$ cat src/hw/rtl/nmps_pkg.sv
// Shared types, register codes, queue sizes and grey-level helper for the median pixel select.
package nmps_pkg;

	localparam int MAX_WIDTH_DEF  = 2048;
	localparam int MAX_HEIGHT_DEF = 2048;

	// configuration port
	localparam int CFG_ADDR_W = 1;
	localparam int CFG_DATA_W = 12;
	localparam logic [CFG_ADDR_W-1:0] REG_IMAGE_WIDTH  = 1'b0;
	localparam logic [CFG_ADDR_W-1:0] REG_IMAGE_HEIGHT = 1'b1;
	localparam int RESET_WIDTH  = 640;
	localparam int RESET_HEIGHT = 480;

	// queues
	localparam int CMD_DEPTH = 4;
	localparam int OUT_DEPTH = 8;
	localparam int OCW       = $clog2(OUT_DEPTH + 1);
	localparam int CMD_CW    = $clog2(CMD_DEPTH + 1);

	// neighbourhood
	localparam int WIN_SIZE    = 9;
	localparam int NBR_CNT     = 8;
	localparam int MEDIAN_RANK = 3;
	// window slot of W, E, N, S, NW, SE, SW, NE
	localparam logic [3:0] NBR_IDX [NBR_CNT] = '{4'd3, 4'd5, 4'd1, 4'd7, 4'd0, 4'd8, 4'd6, 4'd2};

	// x / 3 == (x * 683) >> 11 for x <= 765
	localparam int GREY_RECIP = 683;
	localparam int GREY_SHIFT = 11;

	typedef enum logic {
		OP_PIXEL = 1'b0,
		OP_FLUSH = 1'b1
	} op_e;

	typedef logic [23:0] pixel_t;

	typedef struct packed {
		op_e        op;
		logic [7:0] red_in;
		logic [7:0] green_in;
		logic [7:0] blue_in;
	} in_beat_t;

	typedef struct packed {
		logic [7:0] red_out;
		logic [7:0] green_out;
		logic [7:0] blue_out;
		logic       frame_end;
	} out_beat_t;

	typedef struct packed {
		logic emit;
		logic border;
		logic last;
	} cmd_ctl_t;

	function automatic logic [7:0] grey_of(input pixel_t p);
		logic [9:0]  sum;
		logic [19:0] prod;
		sum  = {2'b00, p[23:16]} + {2'b00, p[15:8]} + {2'b00, p[7:0]};
		prod = 20'(sum) * 20'(GREY_RECIP);
		return prod[GREY_SHIFT+7:GREY_SHIFT];
	endfunction

endpackage

$ cat src/hw/rtl/nmps_fifo.sv
// Small register-based first-in first-out queue.
module nmps_fifo import nmps_pkg::*; #(
	parameter int WIDTH = 8,
	parameter int DEPTH = 4,
	localparam int PW  = $clog2(DEPTH),
	localparam int CNW = $clog2(DEPTH + 1)
) (
	input  logic             clk,
	input  logic             arst_n,
	input  logic             push,
	input  logic [WIDTH-1:0] wdata,
	input  logic             pop,
	output logic [WIDTH-1:0] rdata,
	output logic             full,
	output logic             empty,
	output logic [CNW-1:0]   count
);

	logic [WIDTH-1:0] mem_q [DEPTH];
	logic [PW-1:0]    wr_ptr_q, rd_ptr_q;
	logic [CNW-1:0]   count_q;
	logic             do_push, do_pop;

	assign full    = count_q == CNW'(DEPTH);
	assign empty   = count_q == '0;
	assign count   = count_q;
	assign rdata   = mem_q[rd_ptr_q];
	assign do_push = push && !full;
	assign do_pop  = pop && !empty;

	always_ff @(posedge clk or negedge arst_n) begin
		if (!arst_n) begin
			wr_ptr_q <= '0;
			rd_ptr_q <= '0;
			count_q  <= '0;
		end else begin
			if (do_push) begin
				wr_ptr_q <= (wr_ptr_q == PW'(DEPTH - 1)) ? '0 : wr_ptr_q + PW'(1);
			end
			if (do_pop) begin
				rd_ptr_q <= (rd_ptr_q == PW'(DEPTH - 1)) ? '0 : rd_ptr_q + PW'(1);
			end
			if (do_push && !do_pop) begin
				count_q <= count_q + CNW'(1);
			end else if (do_pop && !do_push) begin
				count_q <= count_q - CNW'(1);
			end
		end
	end

	always_ff @(posedge clk) begin
		if (do_push) begin
			mem_q[wr_ptr_q] <= wdata;
		end
	end

endmodule

$ cat config.mk
export PLATFORM = sky130hd
export DESIGN_NAME = nmps_fifo
export DESIGN_NICKNAME = d
export VERILOG_FILES = /design/src/hw/rtl/nmps_pkg.sv /design/src/hw/rtl/nmps_fifo.sv
export SDC_FILE = /design/constraint.sdc
export NUM_CORES = 1
export LEC_CHECK = 0
export BUFFER_PORTS_ARGS = -buffer_cell sky130_fd_sc_hd__buf_4
export CELL_PAD_IN_SITES_DETAIL_PLACEMENT = 0
export CELL_PAD_IN_SITES_GLOBAL_PLACEMENT = 1
export CORE_ASPECT_RATIO = 1.75
export CORE_MARGIN = 4
export CORE_UTILIZATION = 40
export CTS_CLUSTER_DIAMETER = 80
export CTS_CLUSTER_SIZE = 25
export DETAILED_ROUTE_END_ITERATION = 8
export PLACE_DENSITY_LB_ADDON = 0.2
export REMOVE_ABC_BUFFERS = 1
export SYNTH_ARGS = -nofsm -noshare
export SYNTH_HDL_FRONTEND = slang
export SYNTH_SLANG_ARGS = --single-unit
$ cat constraint.sdc
create_clock -name clk -period 1.8 [get_ports clk]
set_input_delay 0.09 -clock clk [delete_from_list [all_inputs] [get_ports clk]]
set_output_delay 0.09 -clock clk [all_outputs]
set_load 0.03 [all_outputs]
Yosys cells after proc, flatten, opt, wreduce, memory -nomap -nowiden. Memories as Yosys holds them, arrays and structs flattened. Cells that the tools add are included.

RAM bits: 32. Register bits after elaboration: 7. Memories kept: 1. Input bits: 12.

Multiplexer cells: 6. $add $sub $neg: 4. Reductions and logical operators: 10. Eq/ne operators: 3.

Memory list: mem_q (words 4, bits a word 8, rd ports 1, clocked after memory_dff 0, write ports 1, RTL line nmps_fifo.sv:19) `logic [WIDTH-1:0] mem_q [DEPTH];`.

Operators by type and width (count): 3-bit 2-to-1 mux (2); 2-bit by 1-bit adder with 2-bit output, second input constant (2); 2-bit equality test, second input constant (2); 1-bit logical AND (4); 1-bit logical NOT (4); 2-bit 2-to-1 mux (2); 3-bit by 1-bit adder with 3-bit output, second input constant (1); 3-bit equality test, second input constant (1); 3-bit logical NOT (1); 3-bit by 1-bit subtractor with 3-bit output, second input constant (1); 1-bit 2-to-1 mux (2); 2-bit nonzero test (1).

Longest topological paths before layout. Gate-level depths: netlist of run 1.

Depth in word-level cells: 7. Gate-level depth with buffers: 8.

Worst setup path before layout of run 1. OpenSTA, ideal clock, no wires.

Path kind: reg-to-reg. From: register count_q[0], in the netlist count[0]. To: register count_q[2], in the netlist count[2]. Stages on the path, launching flop included: 9. Period minus slack after synthesis: 2.709 ns. Setup time: 0.080 ns. Buffers on the path: 0. Path slack: -0.909 ns. Data arrival time: 2.629 ns. Path through: dfrtp_1 > nor3_1 > nand2b_4 > ha_1 > inv_1 > fa_1 > xor2_1 > nor2_1 > xor2_1.

Longest elaborated chain between the ends: 6.

Ends and longest elaborated chain: from (decl) (RTL line nmps_fifo.sv:21) `logic [CNW-1:0] count_q;`; from (signal assigned) (RTL line nmps_fifo.sv:44) `count_q <= count_q + CNW'(1);`; from (signal assigned) (RTL line nmps_fifo.sv:46) `count_q <= count_q - CNW'(1);`; 3-bit logical NOT (*) (RTL line nmps_fifo.sv:25) `assign empty = count_q == '0;`; via empty (RTL line nmps_fifo.sv:15) `output logic empty,`; 1-bit logical NOT (*) (RTL line nmps_fifo.sv:29) `assign do_pop = pop && !empty;`; 1-bit logical AND (*) (RTL line nmps_fifo.sv:29); 1-bit logical NOT (RTL line nmps_fifo.sv:43) `if (do_push && !do_pop) begin`; 1-bit logical AND (RTL line nmps_fifo.sv:43); 3-bit 2-to-1 mux / 2-bit nonzero test (equally long branches).

Mark *: on every way through the listed nets, which the timed path passes. The rest lies on a longest branch. The select of a mux whose other input is x is not followed. A chain may end at the register's enable or synchronous reset.

Worst setup path in the final report of run 1.
From: register count_q[1], in the netlist count[1]. To: register count_q[2], in the netlist count[2].

Longest elaborated chain between the ends: 6.

Ends and longest elaborated chain: branches (longest 6 deep; another with 3-bit by 1-bit subtractor with 3-bit output).

Several ways; the timed one is not identified. The select of a mux whose other input is x is not followed.

==> results.env, run 1 <==
MAX-VDD-IR-DROP_uV=1410
CORE_UM2=3900
TOTAL_SWITCHING_POWER_mW=1.29
POST-SYNTH-TOP-COUNT-CELL='edfxtp_1'
LAYOUT-AREA-OVERHEAD-VS-SYNTH_PCT=32.2
POWER-PER-CELL-AREA_nW_PER_UM2=1730
N_ANTENNA_CELL=0
CRIT_FANOUT=3
CRITICAL_PATH_CLASS='reg -> reg'
RSZ_0062_RAISED_AFTER_GLOBAL_ROUTING='true'
SYNTH.CELLS.MOST_FREQUENT='edfxtp_1, mux4_2, dfrtp_1, ha_1'
YS.WARNINGS.COUNT=0
ANTENNA_VIOLATIONS_BEFORE_REPAIR=0
CP_DATA_ARRIVAL_TIME_NS=2.03
SYNTH_TOP_CELL_BY_AREA='edfxtp_1'
WIRELENGTH_MM=2.66
SETUP.WORST_PATH.START_CLASS='flop'
FINALWORSTPATHREQUIREDPERIOD_NS=1.83
DR.FIRST_ITER.DRC_COUNT=23
CTS.ROOT.BUFFER_CELL='clkbuf_8'
SYNTH.TOP_CELL.AREA_SHARE_PCT=59.4
CAP_VIOLATIONS=0
IOPINCOUNT=25
PORT-BUFFER-COUNT=24
TRANSITION_AT_THE_PIN_WITH_THE_SMALLEST_MAX_TRANSITION_SLACK_NS=0.450
SYNTHDISTINCTLIBCELLS=19
TRITONCTS_SINK_COUNT=39
SYNTH-EDFF-COUNT=32
END_KIND='flop'
POWER.SWITCHING_FRACTION_PCT=34.8
N_FILL_CELL=348
GRT.OVERFLOW.TOTAL=0
FINAL_HOLD_VIOL_COUNT=0
MAX_FREQ_GHz=0.547
DIE_AR_UM2=5170
H-TREE-DEPTH=2
FRACTION_OF_THE_CYCLE_THE_FINAL_WORST_PATH_NEEDS_PCT=101
SYNTH_AREA_UM2=1620
DIE_H_UM=92.1
SYNTHTOPCELLSBYAREA='edfxtp_1, mux4_2, dfrtp_1, ha_1, mux2_4'
FAILING_CHECKS='setup timing'
CORE.ROWCOUNT=30
LAYOUT.CORE_UTILIZATION_PCT=54.8
FINALSETUPVIOLATIONS=2
FINALWORSTSETUPSLACK_NS=-0.0268
DETAILED_PLACE_HPWL_MM=1.85
HOLD_CLASS='in -> reg'
GRT_USE_TOTAL_PCT=12.0
FINALMAXSLEWVIOLATIONS=0
SYNTH.YOSYS.SEQ_AREA_SHARE_PCT=70.2
PLACE_CONGESTION=0.619
FLOORPLAN.INITIALDENSITY_PCT=41.4
NUMBER_OF_GLOBAL_ROUTE_VIAS_BEFORE_REPAIR=968
SYNTH_TOP_FLOP_CELL='edfxtp_1'
DETAIL_ROUTE.DRC_VIOLATIONS=0
SLEW-LIMIT-HEADROOM_PCT=70.0
VIAS_PER_CELL=4.81
CLKLATENCYLATEPIN_NS=0.28
CTS-BUFFERS-INSERTED=5
CP.REQUIRED_NS=2.00
FINAL_LAYOUT_SIZE_SUFFIX_GT1_SHARE_PCT=55.7
COMBINATIONALPOWERSHARE_PCT=46.6
NUM-NETS-FINAL=149
DETAIL_ROUTE.FIRST_PASS.ITERATIONS=4
SYN-MEAN-INSTANCE-AREA_UM2=20.5
HORIZONTAL_DIE_DIMENSION_UM=56.1
FRACTION_OF_REGISTERS_WITH_ASYNC_SET_OR_RESET_AFTER_SYNTHESIS_PCT=17.9
ANTENNA_VIOLATING_NETS_POST_ROUTE=0
TRITONCTS='yes'
VIAS=861
FINCLKSKEW_NS=0.00502
POWER.SHARE.SEQUENTIAL_PCT=39.4
GRT_FIRST_PASS_WIRELENGTH_MM=4.59
P_LEAK_nW=0.851
INTERNAL_POWER_mW=2.41
R2R_SLACK_NS=-0.03
GRT_MAX_DEGREE=12
OUTCOME='finished with violations'
SYN-INSTANCE-COUNT=79
ROUTE.DETAILED.WL_PER_INST_UM=14.8
CTS-ROOT-TO-SINK-BUFFERS=2
FIN_WORST_HOLD_SLACK_NS=0.0107
CLKTRANSATPATHREGS_NS=0.07
P_CLK_SHARE_PCT=14.0
YOSYS_REGISTER_BITS=39
-- routing by layer --
layer	vias to the layer above	GRT usage [%]	share of wire (%)
met5	-	0	0
met2	22	21.9	58
met3	7	3.66	5.0
li1	404	-	-
met1	428	11.6	34
met4	0	6.53	2.5
-- state kept, by name (all words and copies together), names as in the netlist --
name      flops
mem_q        32
count         3
rd_ptr_q      2
wr_ptr_q      2
-- layout make-up --
| cell class | count | area [µm²] | share of cell area, % |
|---|---|---|---|
| Sequential cell | 39 | 1140 | 53.4 |
| Multi-Input combinational cell | 35 | 492 | 23.0 |
| Timing Repair Buffer | 46 | 354 | 16.6 |
| Clock buffer | 6 | 72.6 | 3.39 |
| Tap cell | 48 | 60.1 | 2.81 |
| Inverter | 3 | 11.3 | 0.527 |
| Clock inverter | 2 | 7.51 | 0.351 |
-- timing repair --
action | CTS | global route
buffers inserted | 9 | 0
pin swaps | 2 | 3
gates cloned | 0 | 0
endpoints found under the setup margin | 10 | 3
hold endpoints to repair | 7 | 4
hold buffers | 1 | 1
resized for setup | 6 | 6
-- critical path, cell delays in order (launching register included) --
cell	delay (ns)
dfrtp_2	0.45
nor3_4	0.21
nand2b_4	0.17
ha_4	0.13
inv_2	0.03
fa_2	0.32
xor2_1	0.15
nor2_1	0.13
xor2_1	0.15
-- worst paths after layout --
kind	depth (start not counted)	end	from
setup / recovery	8	count[2]	count[1]
hold / removal	1	mem_q[2][2]	wdata[2]
setup reg to reg	8	count[2]	count[1]
hold reg to reg	1	wr_ptr_q[1]	wr_ptr_q[1]
max in group asynchronous	2	rd_ptr_q[0]	arst_n
min in group asynchronous	2	count[2]	arst_n
-- per-stage QoR --
step	area (µm²)	setup TNS (ns)	power [mW]	setup WS, ns	instances
after floorplan	1610	-2.72	2.41	-0.909	77
after global placement	1930	-0.0681	2.96	-0.0510	160
after detailed placement	1930	-0.267	3.01	-0.151	160
after CTS	2110	-0.0585	3.69	-0.0467	178
after global routing	2140	-0.177	3.94	-0.0901	179
final	2140	-0.0479	3.70	-0.0268	179
-- logic make-up (layout without fill, tap and decap cells) --
group / Yosys count / in the layout / synth area share [%]
DFF: 39 / 39 / 70.2
muxes: 13 / 13 / 15.5
and+or+nand+nor: 12 / 12 / 5.49
adders and majority gates: 7 / 7 / 5.88
buffers and inverters: 5 / 57 / 1.24
xor gates and xnor gates: 3 / 3 / 1.62
-- cell usage in the layout, fill, tap and decap left out, drive strengths merged --
master        n
buf          44
edfxtp       32
mux4          8
dfrtp         7
ha            6
clkbuf        6
mux2          5
nor2          4
and2          3
inv           3
xor2          2
clkinv        2
dlygate4sd3   2
nor3b         1
nor2b         1
nor3          1
nand2b        1
nand2         1
xnor2         1
fa            1
-- power groups by stage --
stage	sequential (mW)	clock (mW)	combinational [mW]
after floorplan	1.48	0	0.929
after global placement	1.44	0	1.51
after detailed placement	1.46	0	1.55
after CTS	1.44	0.533	1.72
after global routing	1.50	0.591	1.85
final	1.46	0.517	1.73
No activity file was read; power rests on OpenSTA's default activity.
==> run 2, diff against run 1 <==
--- a/config.mk
+++ b/config.mk
@@ -6,8 +6,6 @@
 export NUM_CORES = 1
 export LEC_CHECK = 0
 export BUFFER_PORTS_ARGS = -buffer_cell sky130_fd_sc_hd__buf_4
-export CELL_PAD_IN_SITES_DETAIL_PLACEMENT = 0
-export CELL_PAD_IN_SITES_GLOBAL_PLACEMENT = 1
 export CORE_ASPECT_RATIO = 1.75
 export CORE_MARGIN = 4
 export CORE_UTILIZATION = 40
@@ -16,6 +14,7 @@
 export DETAILED_ROUTE_END_ITERATION = 8
 export PLACE_DENSITY_LB_ADDON = 0.2
 export REMOVE_ABC_BUFFERS = 1
+export SKIP_LAST_GASP = 1
 export SYNTH_ARGS = -nofsm -noshare
 export SYNTH_HDL_FRONTEND = slang
 export SYNTH_SLANG_ARGS = --single-unit
==> run 2 against run 1 <==
  * Utilization grew 2.7 points
  * Routed wire length grew 3.4%
  * Global-route usage is essentially flat
  * Worst hold slack gained 0.14 ns
  * Largest cell class unchanged
  * First-iteration DRC count shrank 35%
  * Clock power grew 42%
  * Critical endpoint is now count[1]
  * Sequential share of layout area shrank 2.5 points
  * Via count grew 1.6%
  * The run still ends with setup timing left
  * Sequential power is essentially flat
==> results.env, run 2 (synthesis results as in run 1) <==
CORE_UM2=3900
ANTENNA_VIOLATING_NETS_POST_ROUTE=0
DIE_AR_UM2=5170
PLACE_WS_NS=-0.141
DESIGN_AREA_UM2=2240
MAX_FREQ_GHz=0.555
FINCLKSKEW_NS=0.00629
CORE.ROWCOUNT=30
NUM-NETS-FINAL=156
SLEW-LIMIT-HEADROOM_PCT=70.7
CP_DATA_ARRIVAL_TIME_NS=1.98
POWER-PER-CELL-AREA_nW_PER_UM2=1740
MOSTFREQUENTLAYOUTCELL='buf_4'
IOPINCOUNT=25
REGISTERS.TOP_BY_FF_COUNT='mem_q'
GRT.OVERFLOW.TOTAL=0
VIAS_PER_CELL=4.70
FAILING_CHECKS='setup timing'
COMBINATIONALPOWERSHARE_PCT=43.7
TRANSITION_AT_THE_PIN_WITH_THE_SMALLEST_MAX_TRANSITION_SLACK_NS=0.439
DETAILED_PLACE_HPWL_MM=1.98
CTS-ROOT-TO-SINK-BUFFERS=2
GRT_MAX_DEGREE=13
PLACE_CONGESTION=0.650
DIE_H_UM=92.1
CLKLATENCYLATEPIN_NS=0.29
FINALWORSTPATHREQUIREDPERIOD_NS=1.80
DETAIL_ROUTE.FIRST_PASS.ITERATIONS=4
P_LEAK_nW=0.900
TOTAL_SWITCHING_POWER_mW=1.30
REPORT.POWER.TOTAL_mW=3.89
INTERNAL_POWER_mW=2.59
MAX-VDD-IR-DROP_uV=1210
CTS-BUFFERS-INSERTED=5
POWER.SWITCHING_FRACTION_PCT=33.4
OUTCOME='finished with violations'
FINAL_LAYOUT_SIZE_SUFFIX_GT1_SHARE_PCT=55.1
FINAL_HOLD_VIOL_COUNT=0
RR_STARTPOINT='count[0]'
END_KIND='flop'
NUMBER_OF_GLOBAL_ROUTE_VIAS_BEFORE_REPAIR=975
H-TREE-DEPTH=2
WORSTREG2REGEND='count[1]'
VIAS=875
FINALSETUPVIOLATIONS=1
DR.FIRST_ITER.DRC_COUNT=15
CRITICAL_PATH_CLASS='reg -> reg'
PLACED_CELL_AREA_UM2=1970
PORT-BUFFER-COUNT=24
LAYOUT-AREA-OVERHEAD-VS-SYNTH_PCT=38.6
FINALMAXSLEWVIOLATIONS=0
CAP_VIOLATIONS=0
DETAIL_ROUTE.DRC_VIOLATIONS=0
WIRELENGTH_MM=2.75
TRITONCTS='yes'
GRT_USE_TOTAL_PCT=12.0
SETUP.WORST_PATH.START_CLASS='flop'
TRITONCTS_SINK_COUNT=39
DEPTH_OF_THE_WORST_REGISTER_TO_REGISTER_PATH=6
CTS.ROOT.BUFFER_CELL='clkbuf_8'
HOLD_CLASS='in -> async'
N_ANTENNA_CELL=0
N_FILL_CELL=316
POWER.SHARE.SEQUENTIAL_PCT=37.5
LARGEST_REGISTER_FF_COUNT=32
ROUTE.DETAILED.WL_PER_INST_UM=14.8
CP.REQUIRED_NS=1.97
GRT_FIRST_PASS_WIRELENGTH_MM=4.57
FLOORPLAN.INITIALDENSITY_PCT=41.4
R2R_SLACK_NS=-0.001
CLKTRANSATPATHREGS_NS=0.07
HORIZONTAL_DIE_DIMENSION_UM=56.1
CRIT_FANOUT=3
RSZ_0062_RAISED_AFTER_GLOBAL_ROUTING='true'
FINAL_CELL_MIX='buf_4, edfxtp_1, dlygate4sd3_1'
FINALWORSTSETUPSLACK_NS=-0.00127
FRACTION_OF_THE_CYCLE_THE_FINAL_WORST_PATH_NEEDS_PCT=100
ANTENNA_VIOLATIONS_BEFORE_REPAIR=0
P_CLK_SHARE_PCT=18.9
run 2: cell types whose count changed in the layout (fill, tap and decap cells not counted), sizes merged:
| cell | delta |
|---|---|
| clkinv | -1 |
| dlygate4sd3 | +7 |
| bufinv | +1 |
run 2: power groups by stage:
| stage | Sequential [mW] | Combinational, mW | Clock [mW] |
|---|---|---|---|
| floorplan | 1.48 | 0.929 | 0 |
| global placement | 1.44 | 1.57 | 0 |
| detailed placement | 1.46 | 1.59 | 0 |
| CTS | 1.45 | 1.69 | 0.756 |
| global route | 1.50 | 1.83 | 0.805 |
| finish | 1.46 | 1.70 | 0.734 |
run 2: critical path: stages, from the launching register on:
cell	delay [ns]
dfrtp_2	0.45
nor3b_4	0.25
nor2b_4	0.08
ha_4	0.17
inv_2	0.05
fa_2	0.41
mux2_4	0.27
run 2: worst max path at each step:
| stage | from | endpoint |
|---|---|---|
| after global placement | count[1] | count[2] |
| after floorplan | count[0] | count[2] |
| after global routing | count[1] | count[2] |
| after CTS | count[2] | count[2] |
| after detailed placement | count[1] | count[2] |
| final | count[0] | count[1] |
run 2: repair_timing:
| action | in CTS | in global routing |
|---|---|---|
| setup endpoints to repair | 10 | 2 |
| resized for setup | 6 | 5 |
| hold buffers | 8 | 1 |
| hold endpoints to repair | 33 | 4 |
| pin swaps | 1 | 4 |
| setup buffers | 2 | 2 |
run 2: cell type report:
| type | instances | area, µm² | area share [%] |
|---|---|---|---|
| clock inverter | 2 | 35.0 | 1.56 |
| tap | 48 | 60.1 | 2.68 |
| clock buffer | 6 | 82.6 | 3.68 |
| multi-input combinational | 35 | 492 | 21.9 |
| timing repair buffer | 53 | 420 | 18.7 |
| sequential | 39 | 1140 | 50.9 |
| inverter | 3 | 11.3 | 0.502 |
run 2: through the flow:
step | std cells | setup TNS [ns] | utilization (%) | hold slack, ns
2_1_floorplan | 77 | -2.72 | - | -0.206
3_3_place_gp | 165 | -0.103 | 50.4 | -0.0895
3_5_place_dp | 165 | -0.238 | 50.4 | -0.0859
4_1_cts | 183 | -0.0552 | 56.5 | 0.00217
5_1_grt | 186 | -0.127 | 57.4 | 0.159
6_report | 186 | -0.00127 | 57.4 | 0.156
run 2: per-layer routing:
metal	wire (µm)	up-vias	track usage, %
li1	-	416	-
met3	140	6	3.66
met5	0	-	0
met4	73	0	7.13
met2	1540	25	20.9
met1	997	428	12.4
