File: config.mk
export PLATFORM = sky130hd
export DESIGN_NAME = nmps_front
export DESIGN_NICKNAME = d
export VERILOG_FILES = /design/src/hw/rtl/nmps_pkg.sv /design/src/hw/rtl/nmps_front.sv
export SDC_FILE = /design/constraint.sdc
export NUM_CORES = 1
export LEC_CHECK = 0
export ABC_AREA = 1
export ABC_CLOCK_PERIOD_IN_PS = 4200
export BUFFER_PORTS_ARGS = -buffer_cell sky130_fd_sc_hd__clkbuf_2
export CAP_MARGIN = 10
export CORE_ASPECT_RATIO = 0.75
export CORE_MARGIN = 3
export CORE_UTILIZATION = 63
export DETAILED_ROUTE_END_ITERATION = 6
export PLACE_DENSITY_LB_ADDON = 0.3
export SLEW_MARGIN = 20
export SYNTH_ARGS = -nofsm -noshare
export SYNTH_HDL_FRONTEND = slang
export SYNTH_SLANG_ARGS = --single-unit
File: constraint.sdc
create_clock -name clk -period 4.2 [get_ports clk]
set_input_delay 0.63 -clock clk [delete_from_list [all_inputs] [get_ports clk]]
set_output_delay 0.63 -clock clk [all_outputs]
set_load 0.03 [all_outputs]
File: src/hw/rtl/nmps_pkg.sv
// Shared types, register codes, queue sizes and grey-level helper for the median pixel select.
package nmps_pkg;

	localparam int MAX_WIDTH_DEF  = 2048;
	localparam int MAX_HEIGHT_DEF = 2048;

	// configuration port
	localparam int CFG_ADDR_W = 1;
	localparam int CFG_DATA_W = 12;
	localparam logic [CFG_ADDR_W-1:0] REG_IMAGE_WIDTH  = 1'b0;
	localparam logic [CFG_ADDR_W-1:0] REG_IMAGE_HEIGHT = 1'b1;
	localparam int RESET_WIDTH  = 640;
	localparam int RESET_HEIGHT = 480;

	// queues
	localparam int CMD_DEPTH = 4;
	localparam int OUT_DEPTH = 8;
	localparam int OCW       = $clog2(OUT_DEPTH + 1);
	localparam int CMD_CW    = $clog2(CMD_DEPTH + 1);

	// neighbourhood
	localparam int WIN_SIZE    = 9;
	localparam int NBR_CNT     = 8;
	localparam int MEDIAN_RANK = 3;
	// window slot of W, E, N, S, NW, SE, SW, NE
	localparam logic [3:0] NBR_IDX [NBR_CNT] = '{4'd3, 4'd5, 4'd1, 4'd7, 4'd0, 4'd8, 4'd6, 4'd2};

	// x / 3 == (x * 683) >> 11 for x <= 765
	localparam int GREY_RECIP = 683;
	localparam int GREY_SHIFT = 11;

	typedef enum logic {
		OP_PIXEL = 1'b0,
		OP_FLUSH = 1'b1
	} op_e;

	typedef logic [23:0] pixel_t;

	typedef struct packed {
		op_e        op;
		logic [7:0] red_in;
		logic [7:0] green_in;
		logic [7:0] blue_in;
	} in_beat_t;

	typedef struct packed {
		logic [7:0] red_out;
		logic [7:0] green_out;
		logic [7:0] blue_out;
		logic       frame_end;
	} out_beat_t;

	typedef struct packed {
		logic emit;
		logic border;
		logic last;
	} cmd_ctl_t;

	function automatic logic [7:0] grey_of(input pixel_t p);
		logic [9:0]  sum;
		logic [19:0] prod;
		sum  = {2'b00, p[23:16]} + {2'b00, p[15:8]} + {2'b00, p[7:0]};
		prod = 20'(sum) * 20'(GREY_RECIP);
		return prod[GREY_SHIFT+7:GREY_SHIFT];
	endfunction

endpackage

File: src/hw/rtl/nmps_front.sv
// Front end: config registers, raster counters, beat classification into commands.
module nmps_front import nmps_pkg::*; #(
	parameter int MAX_WIDTH  = MAX_WIDTH_DEF,
	parameter int MAX_HEIGHT = MAX_HEIGHT_DEF,
	localparam int CW = $clog2(MAX_WIDTH + 1),
	localparam int AW = $clog2(MAX_WIDTH),
	localparam int RW = $clog2(MAX_HEIGHT + 1) + 1
) (
	input  logic                  clk,
	input  logic                  arst_n,
	input  logic                  cfg_we,
	input  logic [CFG_ADDR_W-1:0] cfg_addr,
	input  logic [CFG_DATA_W-1:0] cfg_wdata,
	input  logic                  push,
	input  in_beat_t              pixel,
	output logic                  full,
	input  logic                  cmd_full,
	output logic                  cmd_push,
	output logic [AW-1:0]         cmd_col,
	output pixel_t                cmd_px,
	output cmd_ctl_t              cmd_ctl
);

	function automatic logic [31:0] clamp_dim(input logic [31:0] v, input logic [31:0] lim);
		if (v == 32'd0) begin
			return 32'd1;
		end
		if (v > lim) begin
			return lim;
		end
		return v;
	endfunction

	logic [CW-1:0] w_q, in_col_q, out_col_q;
	logic [RW-1:0] h_q, in_row_q, out_row_q;
	logic [CW-1:0] in_col_inc, out_col_inc;
	logic [RW-1:0] in_row_inc, out_row_inc;
	logic          accept, drain, tick, emit, last, border;
	logic [31:0]   cfg_ext;

	assign full     = cmd_full;
	assign accept   = push && !cmd_full;
	assign drain    = in_row_q >= h_q;
	// flush before the frame is complete is swallowed
	assign tick     = accept && (drain || pixel.op != OP_FLUSH);

	assign in_col_inc  = in_col_q + CW'(1);
	assign in_row_inc  = in_row_q + RW'(1);
	assign out_col_inc = out_col_q + CW'(1);
	assign out_row_inc = out_row_q + RW'(1);

	assign emit   = (in_row_q >= RW'(2)) || (in_row_q == RW'(1) && in_col_q != '0);
	assign last   = (out_row_inc >= h_q) && (out_col_inc >= w_q);
	assign border = !(out_row_q != '0 && out_row_inc < h_q &&
	                  out_col_q != '0 && out_col_inc < w_q);
	assign cfg_ext = {{(32 - CFG_DATA_W){1'b0}}, cfg_wdata};

	assign cmd_push = tick;
	assign cmd_col  = in_col_q[AW-1:0];
	assign cmd_px   = drain ? '0 : {pixel.red_in, pixel.green_in, pixel.blue_in};
	assign cmd_ctl  = '{emit: emit, border: border, last: last};

	always_ff @(posedge clk or negedge arst_n) begin
		if (!arst_n) begin
			w_q       <= CW'(clamp_dim(32'(RESET_WIDTH), 32'(MAX_WIDTH)));
			h_q       <= RW'(clamp_dim(32'(RESET_HEIGHT), 32'(MAX_HEIGHT)));
			in_col_q  <= '0;
			in_row_q  <= '0;
			out_col_q <= '0;
			out_row_q <= '0;
		end else if (cfg_we) begin
			unique case (cfg_addr)
				REG_IMAGE_WIDTH:  w_q <= CW'(clamp_dim(cfg_ext, 32'(MAX_WIDTH)));
				REG_IMAGE_HEIGHT: h_q <= RW'(clamp_dim(cfg_ext, 32'(MAX_HEIGHT)));
				default: ;
			endcase
			in_col_q  <= '0;
			in_row_q  <= '0;
			out_col_q <= '0;
			out_row_q <= '0;
		end else if (tick) begin
			if (emit && last) begin
				in_col_q  <= '0;
				in_row_q  <= '0;
				out_col_q <= '0;
				out_row_q <= '0;
			end else begin
				if (in_col_inc >= w_q) begin
					in_col_q <= '0;
					in_row_q <= in_row_inc;
				end else begin
					in_col_q <= in_col_inc;
				end
				if (emit) begin
					if (out_col_inc >= w_q) begin
						out_col_q <= '0;
						out_row_q <= out_row_inc;
					end else begin
						out_col_q <= out_col_inc;
					end
				end
			end
		end
	end

endmodule

; Word level (Yosys, flattened, before mapping)
; Cells that the tools add are included.
[word_totals]
regBits = 75
wordCells = 83
input_bits = 43
output_inout_bits = 40
[classes]
n_bitwise = 2
n_addsub = 4
eq_ne = 1
order_cmp = 8
reduce_logical = 25
mux = 37
[ops]
columns = op, n
row1 = 13-bit 2-to-1 mux, 13
row2 = 12-bit 2-to-1 mux, 11
row3 = 32-bit logical NOT, 1
row4 = 13-bit by 1-bit adder with 13-bit output (second input constant), 2
row5 = 13-bit >= comparator, 2
row6 = 12-bit by 1-bit adder with 12-bit output (second input constant), 2
row7 = 12-bit >= comparator, 2
row8 = 24-bit 2-to-1 mux, 1
row9 = 12-bit nonzero test, 2
row10 = 13-bit by 1-bit == test with 1-bit output (second input constant), 1
row11 = 13-bit by 2-bit >= comparator with 1-bit output (second input constant), 1
row12 = 13-bit less-than comparator, 1
row13 = 13-bit nonzero test, 1
row14 = 12-bit greater-than comparator (second input constant), 1
row15 = 12-bit less-than comparator, 1
row16 = 1-bit 2-to-1 mux, 12
row17 = 3-bit nonzero test, 3
row18 = 1-bit logical AND, 8
row19 = 2-bit AND reduction, 4
row20 = 3-bit AND reduction, 1
row21 = 1-bit logical NOT, 2
row22 = 1-bit logical OR, 2
row23 = 1-bit inverter, 2
row24 = 2-bit nonzero test, 1

; Depth between registers and ports, before layout
; Gate-level depths: netlist of the first run.
[depth]
ltp_word = 9
mapped_depth = 22
mapped_depth_nobuf = 21

; Worst setup path after synthesis of the first run
; OpenSTA, ideal clock, no wires.
[synth_timing]
kind = reg-to-output
startpoint = register out_col_q[0]
endpoint = output port cmd_ctl[0] in the netlist's numbering
t_arrival_ns = 2.397
required_time_ns = 3.570
path_slack_ns = 1.173
path_stages_with_launch = 18
path_buffers = 1
path_cell_list = dfrtp_1 > inv_1 > nor3_2 > nand2_1 > nor3_2 > nand3_1 > xor2_1 > inv_1 > ha_1 > nand2_1 > inv_1 > nand3_1 > nor2_1 > nand2_1 > and2_1 > a22o_1 > inv_1 > buf_4
[synth_between]
elab_chain_len = 3
[synth_lines]
columns = element, line_no
row1 = start: declaration, nmps_front.sv:34  ; logic [CW-1:0] w_q, in_col_q, out_col_q;
row2 = start signal: assignment, nmps_front.sv:99  ; out_col_q <= out_col_inc;
row3 = 12-bit by 1-bit adder with 12-bit output, nmps_front.sv:49  ; assign out_col_inc = out_col_q + CW'(1);
row4 = 12-bit >= comparator, nmps_front.sv:53  ; assign last = (out_row_inc >= h_q) && (out_col_inc >= w_q);
row5 = 1-bit logical AND, nmps_front.sv:53
row6 = end: declaration, nmps_front.sv:21  ; output cmd_ctl_t cmd_ctl
; No other way between the ends.

==> metrics.txt, run 1 <==
most common cell after layout, fill and taps aside=nand2_1; cell taking the most area after synthesis=dfrtp_1; Comb power frac=40.0%; Yosys cell types=35; final hold violation count=0; status=finished clean; largest family of logic cells by synthesized area=simple AND/OR/NAND/NOR gates; WP data required=3570 ps; Slew headroom=44.5%; GRT Total Usage=30.3%; post-CTS sizing=0; grt total ovfl=0; top cells by area, synth=dfrtp_1 30%, ha_1 12%, nand2_1 12%; Yosys warnings=0; Final ANT Viol Nets=0; Area Overhead vs Synth=11.6%; 1st-pass router iterations=5; Adder-Cell Fraction of Synth Area=approximately an eighth; row cnt=29; vias per cell=5.71; syn avg cell area=about 7.2 um^2; CTS root buffer=clkbuf_16; number of buffers on the longest clock path=2; crit start category=flip-flop; Core Util, Final=74.0%; antenna fix cells=0; Max H-tree Level=3; Peak VDD IR=274 uV; Critical Path Fanout Max=4; part of the power in registers=about a third; post-synthesis sequential area ratio=32.5%; syn nets=892; FF+latch count, synth=74; post-synthesis compound-gate area fraction=between 7 and 8%; Synth top area share=around 30%; Skew-Pair Late Insertion Delay=340 ps; Starting Density=66.3%; IO Pins=83; initial antenna violation count=0; most frequent cells in the layout=183 x nand2_1, 131 x inv_1, 81 x clkbuf_2; setup violators final=0; worst min path class=in2async; Synth Area in Simple Gates=28.8%; Tmin final=just under 4000 ps; CP Cell Sequence=inv_1 > nor3_2 > nand2_1 > nor3_2 > nand3_1 > xor2_1 > inv_1 > ha_1 > nand2_1 > inv_1 > nand3_1 > nor2_1 > nand2_1 > and2_1 > a22o_1 > inv_1 > clkbuf_2; Max Freq=259 MHz; die width=116 um; MaxCap Viol Count=0; Fin Setup TNS=0 ps; Layout Nets=955; Core Area=0.00864 mm^2; ratio of cells with drive above 1 in the final layout=14.5%; start-to-end type of the worst setup path=reg2out; number of global-route vias before repair=about 5200; Worst Path Buf+Inv=5; most used cell, CP=inv_1; asr flop ratio synth=100%; Clock Pin Slew Worst Setup and Hold Paths=60 ps; PortBufs=82; hold buffer count at CTS=0; DR DRC count=0; DP HPWL=11600 um; Placer Congestion=around 1; Vias=5532; final wirelength=15200 um; Psw=1160 uW; Crit path max-delay family=simple AND/OR/NAND/NOR gates; xor/xnor share of the synthesized area=5.81%; clock power share=28.6%; CP peak stage delay=390 ps; Post-synth EDFFs=0; post-CTS setup buffers=0; CP endpoint kind=output port; slowest CP cell=dfrtp_1; mux contribution to synthesized area=0%; Tcrit/Tclk final=91.8%; Pint=1630 uW; most used flip-flop cell after synthesis=dfrtp_1; TritonCTS Buffers=9; clk_skew=8.33 ps; first-pass GRT wire length=roughly 25000 um; die outline height=88.6 um; Critical Path AT=3220 ps; clock sinks=74; RSZ-0062 raised after global routing=no; fin. max-slew vios=0; Leakage Power=approximately 0.0035 uW; PwrDens=437 mW/mm^2; Syn Inst Count=792; TritonCTS clock tree=built; First DRT Iteration DRCs=536; die area=0.0103 mm^2; Net Sw Frac=41.5%; pin count of the biggest net entering global routing=48; DR WL/cell=15.7 um; actual slew at the worst max-slew pin=829 ps; cell area after synthesis=between 0.005 and 0.006 mm^2
## state kept, by name, indices dropped and copies added (netlist names)
signal	cells
in_row_q	13
out_col_q	12
in_col_q	12
out_row_q	13
h_q	12
w_q	12
## layout make-up
cell class | instances | area, um^2
Fill cell | 662 | 2240
Sequential cell | 74 | 1860
Timing Repair Buffer | 90 | 470
Clock inverter | 5 | 52.6
Clock buffer | 11 | 253
Tap cell | 108 | 135
Inverter | 134 | 503
Multi-Input combinational cell | 546 | 3120
## synth_stat cells, types with 2 or more instances
cell / number
a31oi_1: 3
nand4_1: 49
nand2_1: 183
and2_1: 2
xor2_1: 34
nor3_1: 10
dfrtp_1: 68
inv_1: 131
nand3_1: 41
xnor2_1: 4
inv_2: 2
o21ai_1: 9
o21ai_0: 44
nor4_1: 6
a21oi_1: 21
buf_4: 18
clkbuf_1: 9
ha_1: 57
buf_6: 4
buf_2: 6
nand2_2: 2
nor2_1: 68
nor3_2: 4
dfstp_2: 6
## final timing paths
path | from | endpoint | slack [ps] | cells past startpoint
setup / recovery | out_col_q[0] | cmd_ctl[0] | 350 | 17
hold / removal | arst_n | in_col_q[5] | 320 | 1
setup reg to reg | in_col_q[0] | in_row_q[1] | 750 | 18
hold reg to reg | h_q[8] | h_q[8] | 500 | 2
max in group asynchronous | arst_n | out_col_q[8] | 2830 | 2
min in group clk | h_q[8] | h_q[8] | 500 | 2
## stage by stage
| stage | std cells | hold slack [ps] | setup slack, ps | total power (uW) | area (um^2) |
|---|---|---|---|---|---|
| 3_5_place_dp | 952 | 476 | 833 | 1970 | 6090 |
| 4_1_cts | 968 | 330 | 409 | 2780 | 6390 |
| 2_1_floorplan | 792 | 334 | 1170 | 1710 | 5730 |
| 6_report | 968 | 315 | 346 | 2790 | 6390 |
| 3_3_place_gp | 952 | 472 | 937 | 1900 | 6090 |
| 5_1_grt | 968 | 364 | 110 | 2960 | 6390 |
## power groups by stage
stage,logic (uW),clock network (uW),registers (uW)
2_1_floorplan,847,0,865
3_3_place_gp,1020,0,879
3_5_place_dp,1080,0,887
4_1_cts,1100,806,875
5_1_grt,1230,837,885
6_report,1120,799,877
## cells by family (layout without fill, tap and decap cells)
kind of cell / after synthesis / count (layout)
AO/OA/AOI/OAI: 81 / 81
XOR/XNOR: 38 / 38
flip-flops: 74 / 74
adder cells (fa/ha/maj): 57 / 57
buffers and inverters: 172 / 240
AND/OR/NAND/NOR: 370 / 370
## metal layers
layer / part of all wire [%] / vias up / global-route usage (%)
li1: - / 2663 / -
met1: 43 / 2599 / 41.1
met2: 47 / 241 / 50.5
met3: 8.5 / 29 / 4.72
met4: 1.5 / 0 / 9.38
met5: 0 / - / 0
No activity file was read; power rests on OpenSTA's default activity.
==> run 2: changes to the inputs <==
--- a/config.mk
+++ b/config.mk
@@ -13,6 +13,7 @@
 export CORE_MARGIN = 3
 export CORE_UTILIZATION = 63
 export DETAILED_ROUTE_END_ITERATION = 6
+export GPL_TIMING_DRIVEN = 0
 export PLACE_DENSITY_LB_ADDON = 0.3
 export SLEW_MARGIN = 20
 export SYNTH_ARGS = -nofsm -noshare
==> constraint.sdc (replaced) <==
create_clock -name clk -period 4.2 [get_ports clk]
set_input_delay 0.42 -clock clk [delete_from_list [all_inputs] [get_ports clk]]
set_output_delay 0.42 -clock clk [all_outputs]
set_load 0.03 [all_outputs]
==> run 2 against run 1 <==
Against the previous run: setup slack improved by 8.5 ps; clock skew fell by 1.4 ps; maximum frequency rose by 0.22%; core utilization rose by 2.3 points; critical path depth fell by 1; largest power group unchanged.
==> metrics.txt, run 2 (synthesis gave the netlist of run 1 again) <==
status=finished clean; DR DRC count=0; Tmin final=3850 ps; worst reg2reg endpoint=in_col_q[5]; setup violators final=0; Critical Path AT=around 3400 ps; slowest CP cell=dfrtp_1; placed cell area=0.00630 mm^2; TritonCTS clock tree=built; Multi-input gate area=around 0.0031 mm^2; most common cell after layout, fill and taps aside=nand2_1; Clock Pin Slew Worst Setup and Hold Paths=60 ps; Peak VDD IR=roughly 320 uV; start-to-end type of the worst setup path=reg2out; MaxCap Viol Count=0; Vias=5745; Skew-Pair Late Insertion Delay=between 300 and 400 ps; 1st-pass router iterations=7; DP HPWL=12200 um; DR WL/cell=15.7 um; Leakage Power=0.00362 uW; worst min path class=in2async; Max Freq=about 260 MHz; clk_skew=6.93 ps; PwrDens=433 mW/mm^2; reg2reg start=in_col_q[0]; Tcrit/Tclk final=91.6%; CP peak stage delay=~460 ps; Fillers=636; hold buffer count at CTS=0; row cnt=29; grt total ovfl=0; GRT Total Usage=a little under a third; IO Pins=83; final wirelength=approximately 16000 um; GRT busiest layer=met2; pin count of the biggest net entering global routing=54; Core Area=between 0.008 and 0.009 mm^2; Fin Setup TNS=0 ps; number of global-route vias before repair=5346; CP Cell Sequence=ha_1 > nand2_1 > nor2_4 > nand3_1 > nor2_1 > nand2_1 > xnor2_1 > ha_1 > a21oi_1 > o21bai_1 > nor2_1 > and2_1 > a22o_1 > inv_1 > buf_4 > clkbuf_2; first-pass GRT wire length=~25000 um; Layout Nets=between 900 and 1000; CP endpoint kind=output port; Placer Congestion=about 0.9; Hold WS=6.53 ps; Slew headroom=67.2%; met1 Use GR=41.8%; post-CTS setup buffers=0; GR Util met2=51.0%; largest registers=in_row_q x13, out_row_q x13; final hold violation count=0; M3 GR Usage=8.54%; Core Util, Final=76.4%; Reg area=approximately 0.0019 mm^2; number of buffers on the longest clock path=2; antenna fix cells=0; Starting Density=between 60% and 70%; TritonCTS Buffers=9; RSZ-0062 raised after global routing=no; Critical Path Fanout Max=6; die area=0.0103 mm^2; clock sinks=74; design area=0.00659 mm^2; ratio of cells with drive above 1 in the final layout=16.0%; most frequent cells in the layout=183 x nand2_1, 131 x inv_1, 81 x clkbuf_2; Max H-tree Level=3; die outline height=88.6 um; Setup crit end=cmd_ctl[0]; die width=between 100 and 150 um; vias per cell=~5.8; Final ANT Viol Nets=0; Area Overhead vs Synth=15.1%; PortBufs=roughly 80; CTS root buffer=clkbuf_16; First DRT Iteration DRCs=746; initial antenna violation count=0; flop-to-flop setup slack=610 ps; WP data required=between 3000 and 4000 ps; post-CTS sizing=0; Tot Pwr=between 2000 and 3000 uW; fin. max-slew vios=0; CP startpoint=out_row_q[0]; Worst R2R Path Depth=16; crit start category=flip-flop; actual slew at the worst max-slew pin=492 ps
==> run 2: final cells by class <==
cell class | instances | area share, %
Multi-Input combinational cell | 546 | 47.3
Buffer | 38 | 3.76
Timing Repair Buffer | 83 | 6.68
Clock inverter | 3 | 0.607
Clock buffer | 13 | 3.80
Inverter | 134 | 7.63
Sequential cell | 74 | 28.2
Tap cell | 108 | 2.05
==> run 2: how the worst min path moves through the flow <==
stage	startpoint	to	slack, ps	depth (start not counted)
2_1_floorplan	arst_n	h_q[0]	120	0
3_3_place_gp	w_q[6]	w_q[6]	470	2
3_5_place_dp	arst_n	in_col_q[7]	370	1
4_1_cts	arst_n	in_col_q[3]	10	1
5_1_grt	arst_n	in_col_q[3]	20	1
6_report	arst_n	in_col_q[3]	7	1
==> run 2: power breakdown <==
group | leakage, uW | switching [uW] | internal, uW
Clock | 0.000144 | 294 | 475
Combinational | 0.00250 | 786 | 418
Sequential | 0.000980 | 90.8 | 795
Total | 0.00362 | 1170 | 1690
==> run 2: critical path, delay by kind of cell (launching register included) <==
kind	cells	cell delay [ps]
simple gates	7	1060
fa+ha+maj	2	540
flops	1	460
compound gates	3	370
buf+inv	3	340
xor+xnor	1	300
==> run 2: metal layers <==
layer | share of wire (%) | wire (um)
met1 | 41 | 6480
met2 | 47 | 7350
met3 | 9.4 | 1470
met4 | 2.1 | 335
met5 | 0 | 0
==> run 2: stage by stage <==
stage	setup WS [ps]	instances
final	354	999
after floorplan	1380	792
after CTS	413	999
after global placement	906	982
after detailed placement	806	983
after global routing	165	999
==> run 3: changes to the inputs <==
--- a/config.mk
+++ b/config.mk
@@ -13,7 +13,6 @@
 export CORE_MARGIN = 3
 export CORE_UTILIZATION = 63
 export DETAILED_ROUTE_END_ITERATION = 6
-export GPL_TIMING_DRIVEN = 0
 export PLACE_DENSITY_LB_ADDON = 0.3
 export SLEW_MARGIN = 20
 export SYNTH_ARGS = -nofsm -noshare
==> run 3 against run 2 <==
Against the previous run: combinational power down 10%; maximum frequency increased by 5.4%; core utilization shrank 2.5 points; wire length down 3.9%; worst hold slack improved by 96 ps; setup slack improved by 200 ps; via count down 4.2%; power down 3.5%; clock power grew 3.3%; sequential share of layout area up 0.96 points; sequential power shrank 0.5%; cell area shrank 3.3%; largest cell class unchanged.
==> metrics.txt, run 3 (synthesis gave the netlist of run 1 again) <==
die width=116 um; PwrDens=about 430 mW/mm^2; part of the power in registers=32.0%; antenna fix cells=0; die area=0.0103 mm^2; setup violators final=0; Tcrit/Tclk final=86.9%; TritonCTS Buffers=9; Slew headroom=approximately half; DR DRC count=0; Vias=5501; TritonCTS clock tree=built; CTS root buffer=clkbuf_16; clock power share=28.8%; Peak VDD IR=between 500 and 600 uV; Max H-tree Level=3; CP endpoint kind=output port; Psw=about 1100 uW; post-CTS setup buffers=0; grt total ovfl=0; row cnt=29; Max Freq=274 MHz; ratio of cells with drive above 1 in the final layout=14.3%; Comb power frac=39.3%; pin count of the biggest net entering global routing=just under 50; most used cell, CP=nand3_1; Area Overhead vs Synth=11.3%; largest registers=in_row_q x13, out_row_q x13; status=finished clean; Pint=1620 uW; worst min path class=in2async; post-CTS sizing=0; Final ANT Viol Nets=0; Leakage Power=0.00350 uW; number of global-route vias before repair=5120; Clock Pin Slew Worst Setup and Hold Paths=around 60 ps; DR WL/cell=approximately 16 um; Layout Nets=953; vias per cell=roughly 5.7; Core Area=0.00864 mm^2; die outline height=just under 90 um; initial antenna violation count=0; Post-Place Cells=950; First DRT Iteration DRCs=602; fin. max-slew vios=0; crit start category=flip-flop; Fin Setup TNS=0 ps; Net Sw Frac=41.1%; Starting Density=between 60 and 70%; Placer Congestion=about 0.9; 1st-pass router iterations=5; final hold violation count=0; IO Pins=83; start-to-end type of the worst setup path=reg2out; GRT Total Usage=30.4%; most frequent cells in the layout=183 x nand2_1, 131 x inv_1, 81 x clkbuf_2; Critical Path Fanout Max=4; Skew-Pair Late Insertion Delay=340 ps; CP peak stage delay=400 ps; RSZ-0062 raised after global routing=no; DP HPWL=11400 um; Tmin final=3650 ps; number of buffers on the longest clock path=2; most common cell after layout, fill and taps aside=nand2_1; final wirelength=between 15000 and 20000 um; fin cells=between 900 and 1000; actual slew at the worst max-slew pin=771 ps; CP Cell Sequence=ha_1 > nand3_1 > nor3_2 > nand3_1 > nor3_2 > xor2_1 > ha_1 > nand2_1 > inv_1 > nand3_1 > a21oi_1 > nor2_1 > and2_1 > a22o_1 > inv_1 > clkbuf_2; first-pass GRT wire length=24400 um; PortBufs=82; clk_skew=7.57 ps; slowest CP cell=dfrtp_1; Critical Path AT=3230 ps; hold buffer count at CTS=0; MaxCap Viol Count=0; clock sinks=74; WP data required=~3800 ps
-- run 3: cell count changes in the layout (fill, tap and decap cells not counted), sizes merged --
| cell | previous run | this run |
|---|---|---|
| buf | 30 | 7 |
| clkinvlp | 0 | 1 |
| clkbuf | 104 | 92 |
| clkinv | 3 | 4 |
-- run 3: worst max-delay path: cells and delay by family, from the launching register on --
kind | cells | cell delay, ps
adder cells (fa/ha/maj) | 2 | 480
flip-flops | 1 | 400
XOR/XNOR | 1 | 230
AO/OA/AOI/OAI | 2 | 230
AND/OR/NAND/NOR | 8 | 1280
buffers and inverters | 3 | 260
-- run 3: layer usage --
layer  share of wire [%]  GRT usage (%)
met1                  43           42.0
met2                  47           48.5
met3                 8.5           6.70
met4                 1.6           8.32
met5                   0              0
-- run 3: power groups by stage --
stage	combinational, uW	clock [uW]	sequential, uW
4_1_cts	1070	792	877
3_5_place_dp	1060	0	888
3_3_place_gp	1010	0	882
5_1_grt	1200	832	890
6_report	1080	794	882
2_1_floorplan	847	0	865
-- run 3: metrics by stage --
| step | total power (uW) | setup WS [ps] | cell area (um^2) | util, % | hold WS, ps |
|---|---|---|---|---|---|
| 6_report | 2760 | 550 | 6380 | 73.8 | 103 |
| 5_1_grt | 2920 | 237 | 6380 | 73.8 | 146 |
| 4_1_cts | 2740 | 600 | 6380 | 73.8 | 113 |
| 3_5_place_dp | 1950 | 672 | 6070 | 70.3 | 473 |
| 3_3_place_gp | 1890 | 803 | 6070 | 70.3 | 468 |
| 2_1_floorplan | 1710 | 1380 | 5730 | - | 124 |
-- run 3: path summary, 6_finish.rpt --
path / depth (start not counted) / slack (ps) / to / start
setup reg to reg: 19 / 560 / out_row_q[3] / out_col_q[0]
hold reg to reg: 2 / 500 / h_q[8] / h_q[8]
hold / removal: 1 / 100 / in_col_q[5] / arst_n
min in group clk: 3 / 340 / h_q[8] / cfg_wdata[8]
max in group asynchronous: 2 / 3040 / in_row_q[1] / arst_n
setup / recovery: 16 / 550 / cmd_ctl[0] / out_col_q[0]
-- run 3: cell type report --
cell class / count / area [um^2]
Fill cell: 653 / 2260
Timing Repair Buffer: 88 / 455
Inverter: 134 / 503
Tap cell: 108 / 135
Clock inverter: 5 / 52.6
Sequential cell: 74 / 1860
Clock buffer: 11 / 253
Multi-Input combinational cell: 546 / 3120
